[config.mk]
export PLATFORM = sky130hd
export DESIGN_NAME = rgb_to_v210_packer
export DESIGN_NICKNAME = d
export VERILOG_FILES = /design/src/hw/rtl/r2v_pkg.sv /design/src/hw/rtl/rgb_to_v210_packer.sv /design/src/hw/rtl/r2v_lane.sv /design/src/hw/rtl/r2v_pack.sv
export SDC_FILE = /design/constraint.sdc
export NUM_CORES = 2
export LEC_CHECK = 0
export BUFFER_PORTS_ARGS = -buffer_cell sky130_fd_sc_hd__clkbuf_2
export CAP_MARGIN = 20
export CORE_MARGIN = 5
export CORE_UTILIZATION = 25
export DETAILED_ROUTE_END_ITERATION = 10
export PLACE_DENSITY = 0.5
export SLEW_MARGIN = 20
export SYNTH_ARGS = -nofsm -noshare
export SYNTH_HDL_FRONTEND = slang
export SYNTH_SLANG_ARGS = --single-unit
[constraint.sdc]
create_clock -name clk -period 9.4 [get_ports clk]
set_input_delay 0.47 -clock clk [delete_from_list [all_inputs] [get_ports clk]]
set_output_delay 0.47 -clock clk [all_outputs]
set_load 0.01 [all_outputs]
[src/hw/rtl/r2v_pkg.sv]
// Shared types, constants and lookup functions for the RGB to v210 packer.
// No dependencies; imported by every RTL module of the block.
`timescale 1ns / 1ps

package r2v_pkg;

	localparam int COMP_W          = 10;
	localparam int WORD_W          = 3 * COMP_W;
	localparam int CARRY_W         = 2 * COMP_W;
	localparam int FIFO_DEPTH_DEF  = 16;
	// One item in each of the two lane stages plus the one being accepted,
	// each good for at most two words.
	localparam int WORDS_IN_FLIGHT = 6;

	localparam logic REG_SOURCE_FORMAT = 1'b0;
	localparam logic REG_MATRIX_SELECT = 1'b1;

	localparam logic [1:0] FMT_ARGB  = 2'd0;
	localparam logic [1:0] FMT_BGRA  = 2'd1;
	localparam logic [1:0] FMT_RGB24 = 2'd2;
	localparam logic [1:0] FMT_BGR24 = 2'd3;

	localparam logic [1:0] MAT_FULL  = 2'd0;
	localparam logic [1:0] MAT_BT601 = 2'd1;
	localparam logic [1:0] MAT_BT709 = 2'd2;

	typedef struct packed {
		logic [7:0] r;
		logic [7:0] g;
		logic [7:0] b;
	} rgb_t;

	typedef struct packed {
		logic signed [10:0] kr;
		logic signed [10:0] kg;
		logic signed [10:0] kb;
		logic [9:0]         off;
	} coef_t;

	typedef struct packed {
		logic [COMP_W-1:0] y1;
		logic [COMP_W-1:0] cb;
		logic [COMP_W-1:0] cr;
		logic [COMP_W-1:0] y2;
	} comp_set_t;

	typedef struct packed {
		logic [WORD_W-1:0] word;
		logic              last;
	} out_entry_t;

	function automatic rgb_t split_rgb(input logic [31:0] px, input logic [1:0] fmt);
		rgb_t c;
		case (fmt)
			FMT_ARGB: begin
				c.r = px[15:8];
				c.g = px[23:16];
				c.b = px[31:24];
			end
			FMT_RGB24: begin
				c.r = px[7:0];
				c.g = px[15:8];
				c.b = px[23:16];
			end
			default: begin
				// BGRA and BGR24 share the order of their first three bytes.
				c.b = px[7:0];
				c.g = px[15:8];
				c.r = px[23:16];
			end
		endcase
		return c;
	endfunction

	// The undefined preset code falls back to full range.
	function automatic coef_t y_coef(input logic [1:0] mat);
		coef_t k;
		case (mat)
			MAT_BT601: k = '{kr: 11'sd263, kg: 11'sd516, kb: 11'sd100, off: 10'd64};
			MAT_BT709: k = '{kr: 11'sd187, kg: 11'sd629, kb: 11'sd63, off: 10'd64};
			default:   k = '{kr: 11'sd306, kg: 11'sd601, kb: 11'sd117, off: 10'd0};
		endcase
		return k;
	endfunction

	function automatic coef_t cb_coef(input logic [1:0] mat);
		coef_t k;
		case (mat)
			MAT_BT601: k = '{kr: -11'sd152, kg: -11'sd298, kb: 11'sd450, off: 10'd512};
			MAT_BT709: k = '{kr: -11'sd103, kg: -11'sd347, kb: 11'sd450, off: 10'd512};
			default:   k = '{kr: -11'sd173, kg: -11'sd339, kb: 11'sd512, off: 10'd512};
		endcase
		return k;
	endfunction

	function automatic coef_t cr_coef(input logic [1:0] mat);
		coef_t k;
		case (mat)
			MAT_BT601: k = '{kr: 11'sd450, kg: -11'sd377, kb: -11'sd73, off: 10'd512};
			MAT_BT709: k = '{kr: 11'sd450, kg: -11'sd409, kb: -11'sd41, off: 10'd512};
			default:   k = '{kr: 11'sd512, kg: -11'sd429, kb: -11'sd83, off: 10'd512};
		endcase
		return k;
	endfunction

endpackage

[src/hw/rtl/rgb_to_v210_packer.sv]
// Top level of the RGB to 10-bit 4:2:2 v210 packer.
// Instantiates four r2v_lane conversion lanes and the r2v_pack merge stage; uses r2v_pkg.
`timescale 1ns / 1ps

// Usage:
//   Pixel channel: pixel_valid / pixel_stall carry one pixel pair per transaction
//   (first_pixel, second_pixel). Word channel: word_valid / word_stall carry one
//   v210 word (packed_word) per transaction; last marks the final word of a pair.
//   Configuration: cfg_valid / cfg_ready with cfg_index and cfg_data; index 0 is
//   source_format, index 1 is matrix_select. cfg_ready is always high; write only
//   while the block is idle.
// Throughput: one pixel pair per clock while the word queue has room. Three pairs
//   make four words, so when the receiver never stalls the word port, one word per
//   clock, sets the sustained rate at three pairs for every four words read.
// Path: the first word of a pair passes the two lane stages, the merge stage
//   writing the word queue and the output register before it reaches the port.
// Stall: pixel_stall rises when the word queue could no longer take every word of
//   the pairs inside the lanes; it depends only on the queue fill.
// Reset: clears phase, partial word, queue pointers and both registers; the queue
//   is empty and pixel_stall is low right after reset.

module rgb_to_v210_packer
	import r2v_pkg::*;
#(
	parameter int FIFO_DEPTH = FIFO_DEPTH_DEF
) (
	input  logic              clk,
	input  logic              arst_n,
	input  logic              pixel_valid,
	output logic              pixel_stall,
	input  logic [31:0]       first_pixel,
	input  logic [31:0]       second_pixel,
	output logic              word_valid,
	input  logic              word_stall,
	output logic [WORD_W-1:0] packed_word,
	output logic              last,
	input  logic              cfg_valid,
	output logic              cfg_ready,
	input  logic              cfg_index,
	input  logic [1:0]        cfg_data
);

	logic [1:0] source_format_q;
	logic [1:0] matrix_select_q;
	logic       valid_s1;
	logic       valid_s2;
	logic       accept;
	rgb_t       pix1;
	rgb_t       pix2;
	coef_t      k_y;
	coef_t      k_cb;
	coef_t      k_cr;
	comp_set_t  comps_s2;
	logic       hold;

	assign cfg_ready = 1'b1;
	assign accept    = pixel_valid && !pixel_stall;
	assign pixel_stall = hold;

	always_ff @(posedge clk or negedge arst_n) begin
		if (!arst_n) begin
			source_format_q <= FMT_ARGB;
			matrix_select_q <= MAT_FULL;
		end else if (cfg_valid && cfg_ready) begin
			case (cfg_index)
				REG_SOURCE_FORMAT: source_format_q <= cfg_data;
				REG_MATRIX_SELECT: matrix_select_q <= cfg_data;
				default: ;
			endcase
		end
	end

	always_ff @(posedge clk or negedge arst_n) begin
		if (!arst_n) begin
			valid_s1 <= 1'b0;
			valid_s2 <= 1'b0;
		end else begin
			valid_s1 <= accept;
			valid_s2 <= valid_s1;
		end
	end

	always_comb begin
		pix1 = split_rgb(first_pixel, source_format_q);
		pix2 = split_rgb(second_pixel, source_format_q);
		k_y  = y_coef(matrix_select_q);
		k_cb = cb_coef(matrix_select_q);
		k_cr = cr_coef(matrix_select_q);
	end

	// Chroma comes from the first pixel only.
	r2v_lane u_lane_y1 (.clk(clk), .pix(pix1), .coef(k_y),  .comp_s2(comps_s2.y1));
	r2v_lane u_lane_cb (.clk(clk), .pix(pix1), .coef(k_cb), .comp_s2(comps_s2.cb));
	r2v_lane u_lane_cr (.clk(clk), .pix(pix1), .coef(k_cr), .comp_s2(comps_s2.cr));
	r2v_lane u_lane_y2 (.clk(clk), .pix(pix2), .coef(k_y),  .comp_s2(comps_s2.y2));

	r2v_pack #(
		.DEPTH(FIFO_DEPTH)
	) u_pack (
		.clk        (clk),
		.arst_n     (arst_n),
		.valid_s2   (valid_s2),
		.comps_s2   (comps_s2),
		.hold       (hold),
		.word_valid (word_valid),
		.word_stall (word_stall),
		.packed_word(packed_word),
		.last       (last)
	);

endmodule

[src/hw/rtl/r2v_lane.sv]
// One color-conversion lane: three products, sum, floor shift, offset, clamp.
// Two register stages. Depends on r2v_pkg.
`timescale 1ns / 1ps

module r2v_lane
	import r2v_pkg::*;
(
	input  logic              clk,
	input  rgb_t              pix,
	input  coef_t             coef,
	output logic [COMP_W-1:0] comp_s2
);

	logic signed [19:0] pr_s1;
	logic signed [19:0] pg_s1;
	logic signed [19:0] pb_s1;
	logic [9:0]         off_s1;

	logic signed [21:0] sum;
	logic signed [21:0] shifted;
	logic signed [12:0] biased;

	always_ff @(posedge clk) begin
		pr_s1  <= $signed({1'b0, pix.r}) * coef.kr;
		pg_s1  <= $signed({1'b0, pix.g}) * coef.kg;
		pb_s1  <= $signed({1'b0, pix.b}) * coef.kb;
		off_s1 <= coef.off;
	end

	always_comb begin
		sum     = 22'(pr_s1) + 22'(pg_s1) + 22'(pb_s1);
		shifted = sum >>> 8;
		biased  = shifted[12:0] + $signed({3'b000, off_s1});
	end

	always_ff @(posedge clk) begin
		if (biased < 0) begin
			comp_s2 <= '0;
		end else if (biased > 13'sd1023) begin
			comp_s2 <= '1;
		end else begin
			comp_s2 <= biased[COMP_W-1:0];
		end
	end

endmodule

[src/hw/rtl/r2v_pack.sv]
// v210 merge stage: phase counter, partial word and output word queue.
// Takes one component set per cycle and queues one or two words. Depends on r2v_pkg.
`timescale 1ns / 1ps

module r2v_pack
	import r2v_pkg::*;
#(
	parameter int DEPTH = FIFO_DEPTH_DEF
) (
	input  logic              clk,
	input  logic              arst_n,
	input  logic              valid_s2,
	input  comp_set_t         comps_s2,
	output logic              hold,
	output logic              word_valid,
	input  logic              word_stall,
	output logic [WORD_W-1:0] packed_word,
	output logic              last
);

	localparam int PTR_W = $clog2(DEPTH);
	localparam int CNT_W = $clog2(DEPTH + 1);

	localparam logic [1:0] PH_0 = 2'd0;
	localparam logic [1:0] PH_1 = 2'd1;
	localparam logic [1:0] PH_2 = 2'd2;

	out_entry_t         mem [DEPTH];
	out_entry_t         head_q;
	logic               head_valid_q;
	logic [PTR_W-1:0]   wr_q;
	logic [PTR_W-1:0]   rd_q;
	logic [CNT_W-1:0]   count_q;
	logic [1:0]         phase_q;
	logic [CARRY_W-1:0] carry_q;

	out_entry_t         e0;
	out_entry_t         e1;
	logic [1:0]         n_wr;
	logic [1:0]         phase_d;
	logic [CARRY_W-1:0] carry_d;
	logic               pop;
	logic               load;
	logic [PTR_W-1:0]   wr1;
	logic [PTR_W-1:0]   wr2;

	function automatic logic [PTR_W-1:0] ptr_inc(input logic [PTR_W-1:0] p);
		return (p == PTR_W'(DEPTH - 1)) ? '0 : p + 1'b1;
	endfunction

	always_comb begin
		e0      = '{word: '0, last: 1'b1};
		e1      = '{word: '0, last: 1'b1};
		n_wr    = 2'd0;
		phase_d = phase_q;
		carry_d = carry_q;
		if (valid_s2) begin
			case (phase_q)
				PH_1: begin
					e0      = '{word: {comps_s2.y1, comps_s2.cb, carry_q[COMP_W-1:0]}, last: 1'b1};
					n_wr    = 2'd1;
					carry_d = {comps_s2.y2, comps_s2.cr};
					phase_d = PH_2;
				end
				PH_2: begin
					e0      = '{word: {comps_s2.cb, carry_q}, last: 1'b0};
					e1      = '{word: {comps_s2.y2, comps_s2.cr, comps_s2.y1}, last: 1'b1};
					n_wr    = 2'd2;
					carry_d = '0;
					phase_d = PH_0;
				end
				default: begin
					// The unreachable fourth phase code behaves as the first.
					e0      = '{word: {comps_s2.cr, comps_s2.y1, comps_s2.cb}, last: 1'b1};
					n_wr    = 2'd1;
					carry_d = {{COMP_W{1'b0}}, comps_s2.y2};
					phase_d = PH_1;
				end
			endcase
		end
	end

	assign wr1  = ptr_inc(wr_q);
	assign wr2  = ptr_inc(wr1);
	assign pop  = head_valid_q && !word_stall;
	// The queue head moves into the output register whenever that register frees up.
	assign load = (count_q != '0) && (!head_valid_q || pop);
	// Leave room for every word the lane stages may still deliver.
	assign hold = count_q > CNT_W'(DEPTH - WORDS_IN_FLIGHT);

	always_ff @(posedge clk) begin
		if (n_wr != 2'd0) begin
			mem[wr_q] <= e0;
		end
		if (n_wr == 2'd2) begin
			mem[wr1] <= e1;
		end
		if (load) begin
			head_q <= mem[rd_q];
		end
	end

	always_ff @(posedge clk or negedge arst_n) begin
		if (!arst_n) begin
			wr_q         <= '0;
			rd_q         <= '0;
			count_q      <= '0;
			head_valid_q <= 1'b0;
			phase_q      <= PH_0;
			carry_q      <= '0;
		end else begin
			if (n_wr == 2'd2) begin
				wr_q <= wr2;
			end else if (n_wr == 2'd1) begin
				wr_q <= wr1;
			end
			if (load) begin
				rd_q <= ptr_inc(rd_q);
			end
			if (load) begin
				head_valid_q <= 1'b1;
			end else if (pop) begin
				head_valid_q <= 1'b0;
			end
			count_q <= count_q + CNT_W'(n_wr) - CNT_W'(load);
			phase_q <= phase_d;
			carry_q <= carry_d;
		end
	end

	assign word_valid  = head_valid_q;
	assign packed_word = head_q.word;
	assign last        = head_q.last;

endmodule

== Word-level counts from Yosys, hierarchy flattened ==
Memories as Yosys holds them, arrays and structs flattened. A register that Yosys moved wholly into a read port is not among the register bits.
Cells that the tools add are included.
Word-level totals
  bits in latches: 0
  memories kept: 1
  memory bits (writable): 496
  memory bits (read-only): 0
  flip-flop bits (word level): 342
Operators by class
  eq/ne operators: 10
  bitwise logic cells: 1
  multiplexer cells: 28
  $lt $le $gt $ge: 9
  multiply operators: 12
  divide/modulo/power cells: 0
  shift operators: 0
  reductions and logical operators: 14
  $add $sub $neg: 17
Memory list
  u_pack.mem: depth 16, bits a word 31, read ports 1, clocked after Yosys merged registers in 1, wr ports 2, line r2v_pack.sv:28  | out_entry_t mem [DEPTH];
Operators with widths (number)
  9-bit by 11-bit multiplier with 20-bit output: 8
  24-bit one-hot mux with 2 select lines: 2
  31-bit 2-to-1 mux: 3
  21-bit by 20-bit adder with 21-bit output: 4
  42-bit one-hot mux with 2 select lines: 1
  41-bit one-hot mux with 2 select lines: 1
  40-bit one-hot mux with 2 select lines: 1
  18-bit by 20-bit adder with 21-bit output: 3
  31-bit one-hot mux with 2 select lines: 1
  13-bit by 10-bit adder with 13-bit output: 4
  13-bit by 11-bit > comparator with 1-bit output, second input constant: 4
  13-bit by 1-bit < comparator with 1-bit output, second input constant: 4
  10-bit 2-to-1 mux: 4
  20-bit one-hot mux with 2 select lines: 1
  8-bit by 9-bit multiplier with 17-bit output: 2
  19-bit by 20-bit adder with 21-bit output: 1
  4-bit 2-to-1 mux: 5
  8-bit by 10-bit multiplier with 18-bit output: 1
  9-bit by 9-bit multiplier with 18-bit output: 1
  4-bit by 1-bit adder with 4-bit output, second input constant: 3
  4-bit equality test, second input constant: 3
  2-bit equality test, second input constant: 4
  2-bit by 1-bit equality test with 1-bit output, second input constant: 3
  1-bit 2-to-1 mux: 6
  13 further kinds: 21

== Longest topological paths before layout ==
  depth in word-level cells: 6
  mapped depth: 29
  depth with buffers taken out: 27

== Hierarchy ==
A second synthesis with hierarchy kept.
Second synthesis, totals
  cells, all modules: 8213
  area total of the unflattened synthesis: 83050.9 µm²
Modules (own cells, without submodules)
  r2v_pack: cells an instance 2287, area an instance 28832.7 µm², instances 1
  r2v_lane (u_lane_cr): cells an instance 1461, area an instance 13402.9 µm², instances 1
  r2v_lane (u_lane_y2): cells an instance 1451, area an instance 13205.2 µm², instances 1
  r2v_lane (u_lane_cb): cells an instance 1438, area an instance 13200.2 µm², instances 1
  r2v_lane (u_lane_y1): cells an instance 1426, area an instance 13185.1 µm², instances 1
  rgb_to_v210_packer: cells an instance 150, area an instance 1224.9 µm², instances 1

== Worst setup path after synthesis ==
Ideal clock, no wire load.
  path type: reg2reg
  start point: register source_format_q[1]
  end point: register u_lane_cr.pb_s1[18]
  period minus slack after synthesis: 6486 ps
  path slack: 2914 ps
  buffers on the path: 2
  arrival: 6414 ps
  cell stages (with the launch flop): 25
  data required time: 9328 ps
  cells stage by stage: dfrtp_1 -> clkbuf_1 -> clkbuf_1 -> mux2i_1 -> o21ai_0 -> inv_1 -> nor2_1 -> fa_1 -> ha_1 -> ha_1 -> inv_1 -> fa_1 -> inv_1 -> ha_1 -> fa_1 -> a21o_1 -> a21oi_1 -> o21bai_1 -> a21oi_1 -> o21bai_1 -> a211oi_1 -> o21ai_0 -> a31o_2 -> a21oi_1 -> xnor2_1
RTL lines
  start, declared: line rgb_to_v210_packer.sv:43  | logic [1:0] source_format_q;
  start signal, assigned: line rgb_to_v210_packer.sv:66  | REG_SOURCE_FORMAT: source_format_q <= cfg_data;
  end signal, assigned: line r2v_lane.sv:26  | pb_s1 <= $signed({1'b0, pix.b}) * coef.kb;
  end, declared: line r2v_lane.sv:16  | logic signed [19:0] pb_s1;

== Worst setup path in the final report ==
  start point: register source_format_q[1]
  end point: register, netlist name u_lane_cb.pr_s1[17]
On the way
  longest elaborated chain between the ends: 3
  elaborated cells between the ends (all ways): 4
RTL lines
  2-bit equality test / 2-bit logical NOT (equally long branches): line r2v_pkg.sv:54  | case (fmt)
  24-bit one-hot mux with 2 select lines (*): line r2v_pkg.sv:54
  9-bit by 9-bit multiplier with 18-bit output (*): line r2v_lane.sv:24  | pr_s1 <= $signed({1'b0, pix.r}) * coef.kr;
Every way passes the cells marked *; elsewhere a longest branch is shown, timed or not.
A chain may end at the register's enable or synchronous reset.

==> impl.org <==
** Clock tree
- CTS tree :: done
- The H-tree generated during clock tree synthesis spans 3 levels.
- CTS saw 826 sinks.
- Buffers inserted during clock tree synthesis total 91.
- In this run, post-CTS repair resized a total of 0 instances.
- Clock-pin slew was measured on the worst setup and hold paths at 0.06 ns.
- Maximum number of buffers from clock root to sink :: 3
- Clock Root Buffer :: sky130_fd_sc_hd__clkbuf_16
- Clock latency on the worst-skew pair, taken at its later pin, is 0.74 ns.

** Global route
- The first global-routing pass estimated 292.2 mm of wire.
- Summed over all layers, the global routing overflow is 0.
- Met1 Resource Use GR :: 20.80%
- Initial antenna violation count :: 11
- For met2 alone, demand over resource in global routing was 24.21%.
- Largest net degree at the start of global routing :: 70
- In this run the most used layer during global routing was met2.
- The number of global-route vias before repair came to 45,090.
- Across every metal layer, demand over resource in global routing totals 14.94%.
- Met3 Resource Use GR :: 2.398%

** Timing
- Setup total negative slack on the finished layout was measured at 0 ns.
- Slew Limit Headroom :: 23.07%
- Finish-stage setup viols :: 0
- Unrepaired setup endpoints after global routing :: false
- The number of hold-slack violations in the final timing report is 0.
- Final number of max-transition violations :: 0
- Peak clock frequency supported by timing :: 136.3 MHz
- Maximum clock skew at final layout :: 0.04558 ns
- For the pin with the worst max-slew slack, the measured transition is 1.152 ns.
- The worst path in the final design needs a cycle of 7.338 ns, including I/O delays and setup.
- In the finished design, the share of the clock period the worst path needs comes to 78.06%.

** Floorplan
- Die Outline Area :: 258,000 um^2
- The floorplan step set the die width to 507.9 um.
- Starting Density :: 25.15%
- After floorplanning, the core was divided into 182 placement rows.
- For this design the top-level I/O count stands at 106.
- Measured along the y axis, the die boundary spans 507.9 um.
- The core region is 246,400 um^2.

** Detailed routing
- Count of unresolved DRC violations after routing :: 0
- Wires add up to 195.6 mm.
- Mean number of vias per cell :: 4.669
- Number of iterations in the first detailed-routing pass :: 6
- Average wire length per cell after detail routing :: 20.59 um
- Remaining antenna violation count after routing :: 0
- Detailed-route via count :: 44,360
- After the first detailed-routing iteration, the DRC count stood at 3,924.

** Yosys
- Of the post-synthesis cell area, the dominant cell type holds 24.76%.
- Cell type contributing the most total cell area after synthesis :: sky130_fd_sc_hd__edfxtp_1
- Synthesis inferred 826 register bits.
- Cell types with the highest counts after synthesis :: sky130_fd_sc_hd__inv_1, sky130_fd_sc_hd__nand2_1, sky130_fd_sc_hd__ha_1
- For this run, the number of Yosys warnings is 0.
- The number of different library cells used by synthesis comes to 88.
- Synthesized area :: 61,970 um^2
- Fraction of registers with async set or reset after synthesis :: 5.085%
- Synthesis produced a netlist whose cell count is 6,153.
- Number of synthesized flops with an enable pin :: 511
- Main area contributors after synthesis :: sky130_fd_sc_hd__edfxtp_1, sky130_fd_sc_hd__fa_1, sky130_fd_sc_hd__ha_1, sky130_fd_sc_hd__dfxtp_1, sky130_fd_sc_hd__inv_1
- Average instance area after synthesis :: 10.07 um^2
- For this run, the leading register cell type out of synthesis is sky130_fd_sc_hd__edfxtp_1.
- Most numerous cell in the Yosys netlist :: sky130_fd_sc_hd__inv_1
- After synthesis, flip-flops and latches occupy 35.27% of the total area.

** Final layout
- Share of layout cells above drive strength 1 :: 8.763%
- Relative area change from synthesis to final layout :: 12.47%
- In the final design database the tool counted 7,244 nets.

** Hold path
- Hold Path Cell Cnt :: 3
- Worst min-delay path category :: input port to flip-flop

** Critical path
- Reg2Reg Setup Slack :: 2.06 ns
- In this run the worst path has a maximum fanout of 34.
- STA classifies the critical path startpoint as a flip-flop.
- Category of the worst setup path capture point :: flip-flop
- The worst setup path is of the flip-flop to flip-flop kind.
- At the worst endpoint, the required time is 9.98 ns.
- STA puts the critical path data arrival time at 7.92 ns.
- Measured in cells, the most critical reg-to-reg path has a length of 24.

** Place
- Once detailed placement completed, the half-perimeter wirelength came to 134.1 mm.
- Input and output buffers added on the ports amount to 104.
- Routability Congestion :: 0.8660

** Run
- The tool flagged a number of max-cap violations equal to 0.

** Outcome
- The flow ran to the end, and the final reports show no timing, DRC or antenna violations.
[placed cells by master, fill, tap and decap left out, drive strengths merged, types with 32 or more instances in the layout]
cell type and instances:
xor2 47, dfrtp 42, a21oi 203, a22oi 63, inv 1015, mux2i 158, a221oi 32, nand2b 34
nor3 39, fa 467, buf 99, xnor2 127, edfxtp 511, a21o 42, nor2b 68, o31ai 369
dfxtp 273, ha 598, mux4 62, clkbuf 223, nor2 260, nand2 758, o21ai 309
[state kept, by name, indices dropped and copies added, names as in the netlist, 4 cells and up]
signal	cells
u_pack.mem	496
u_pack.packed_word	30
u_lane_cb.pg_s1	20
u_lane_cr.pb_s1	20
u_lane_cr.pg_s1	20
u_pack.carry_q	20
u_lane_cb.pb_s1	19
u_lane_cb.pr_s1	18
u_lane_y2.pg_s1	18
u_lane_cr.pr_s1	17
u_lane_y1.pb_s1	17
u_lane_y1.pg_s1	17
u_lane_y2.pb_s1	17
u_lane_y2.pr_s1	17
u_lane_y1.pr_s1	16
u_lane_cb.comp_s2	10
u_lane_cr.comp_s2	10
u_lane_y1.comp_s2	10
u_lane_y2.comp_s2	10
u_pack.count_q	5
u_pack.rd_q	4
u_pack.wr_q	4
[routing by layer]
metal / share of wire (%) / vias up
met5: 0.0036 / -
met4: 2.6 / 2
met3: 6.7 / 279
met2: 45 / 1513
met1: 45 / 21920
li1: - / 20650
[worst paths after layout]
path	startpoint	endpoint
worst max-delay path	source_format_q[1]$_DFFE_PN0P_	u_lane_cb.pr_s1[17]$_DFF_P_
worst min-delay path	pixel_valid	valid_s1$_DFF_PN0_
worst max register to register	source_format_q[1]$_DFFE_PN0P_	u_lane_cb.pr_s1[17]$_DFF_P_
worst min register to register	valid_s1$_DFF_PN0_	valid_s2$_DFF_PN0_
max in group asynchronous	arst_n	u_pack.rd_q[0]$_DFFE_PN0P_
min in group asynchronous	arst_n	matrix_select_q[1]$_DFFE_PN0P_
[final cells by class]
cell class	instances	area, um^2
inverter	1010	3791
multi-input combinational	3970	35380
sequential	826	21870
timing repair buffer	208	1351
clock inverter	53	665.6
tap	3312	4144
clock buffer	118	2491
fill	25860	176700
antenna	4	10.01
[cell families after synthesis]
family | after synthesis | synth area share (%)
buffers and inverters | 1370 | 8.306
AND/OR/NAND/NOR | 1289 | 8.843
AO/OA/AOI/OAI | 1180 | 12.61
adder cells (fa/ha/maj) | 1066 | 27.18
flip-flops | 826 | 35.27
multiplexers | 245 | 5.259
XOR/XNOR | 175 | 2.520
other | 2 | 0.01212
[what timing repair did]
| action | in CTS | in global routing |
|---|---|---|
| setup endpoints to repair | 0 | 0 |
| endpoints found under the hold margin | 47 | 0 |
| hold buffers | 4 | 0 |
| setup buffers | 0 | 0 |
[worst max-delay path, stage by stage, from the launching register on]
cell                       delay [ns]
sky130_fd_sc_hd__dfrtp_2         0.98
sky130_fd_sc_hd__mux2i_1         0.27
sky130_fd_sc_hd__nor2_1          0.06
sky130_fd_sc_hd__a21oi_1         0.75
sky130_fd_sc_hd__inv_1           0.25
sky130_fd_sc_hd__nand2_1         0.28
sky130_fd_sc_hd__inv_1           0.22
sky130_fd_sc_hd__fa_1            0.48
sky130_fd_sc_hd__fa_1            0.49
sky130_fd_sc_hd__inv_1           0.06
sky130_fd_sc_hd__fa_1            0.54
sky130_fd_sc_hd__inv_1           0.05
sky130_fd_sc_hd__fa_1            0.43
sky130_fd_sc_hd__ha_1            0.29
sky130_fd_sc_hd__ha_1            0.32
sky130_fd_sc_hd__nor2b_1         0.14
sky130_fd_sc_hd__o21ai_0         0.22
sky130_fd_sc_hd__a21boi_0        0.16
sky130_fd_sc_hd__o21ai_0         0.22
sky130_fd_sc_hd__a21boi_0        0.15
sky130_fd_sc_hd__o21ai_0         0.22
sky130_fd_sc_hd__a21boi_0        0.15
sky130_fd_sc_hd__o21ai_0         0.23
sky130_fd_sc_hd__a21oi_1         0.11
sky130_fd_sc_hd__xnor2_1         0.15
[metrics by stage]
step	instance area, um^2	instances	hold WS [ns]	setup WS [ns]	util (%)
after floorplan	62020	6166	0.1744	2.914	-
after global placement	66400	9315	0.3377	2.256	26.95
after detailed placement	66460	9320	0.3458	2.120	26.97
after CTS	69660	9495	0.06325	2.081	28.27
after global routing	69700	9499	0.04760	1.546	28.29
final	69700	9501	0.05633	2.062	28.29
Power is not shown: default switching activity piles up to over one toggle a cycle in this logic, so the estimate is an artifact.
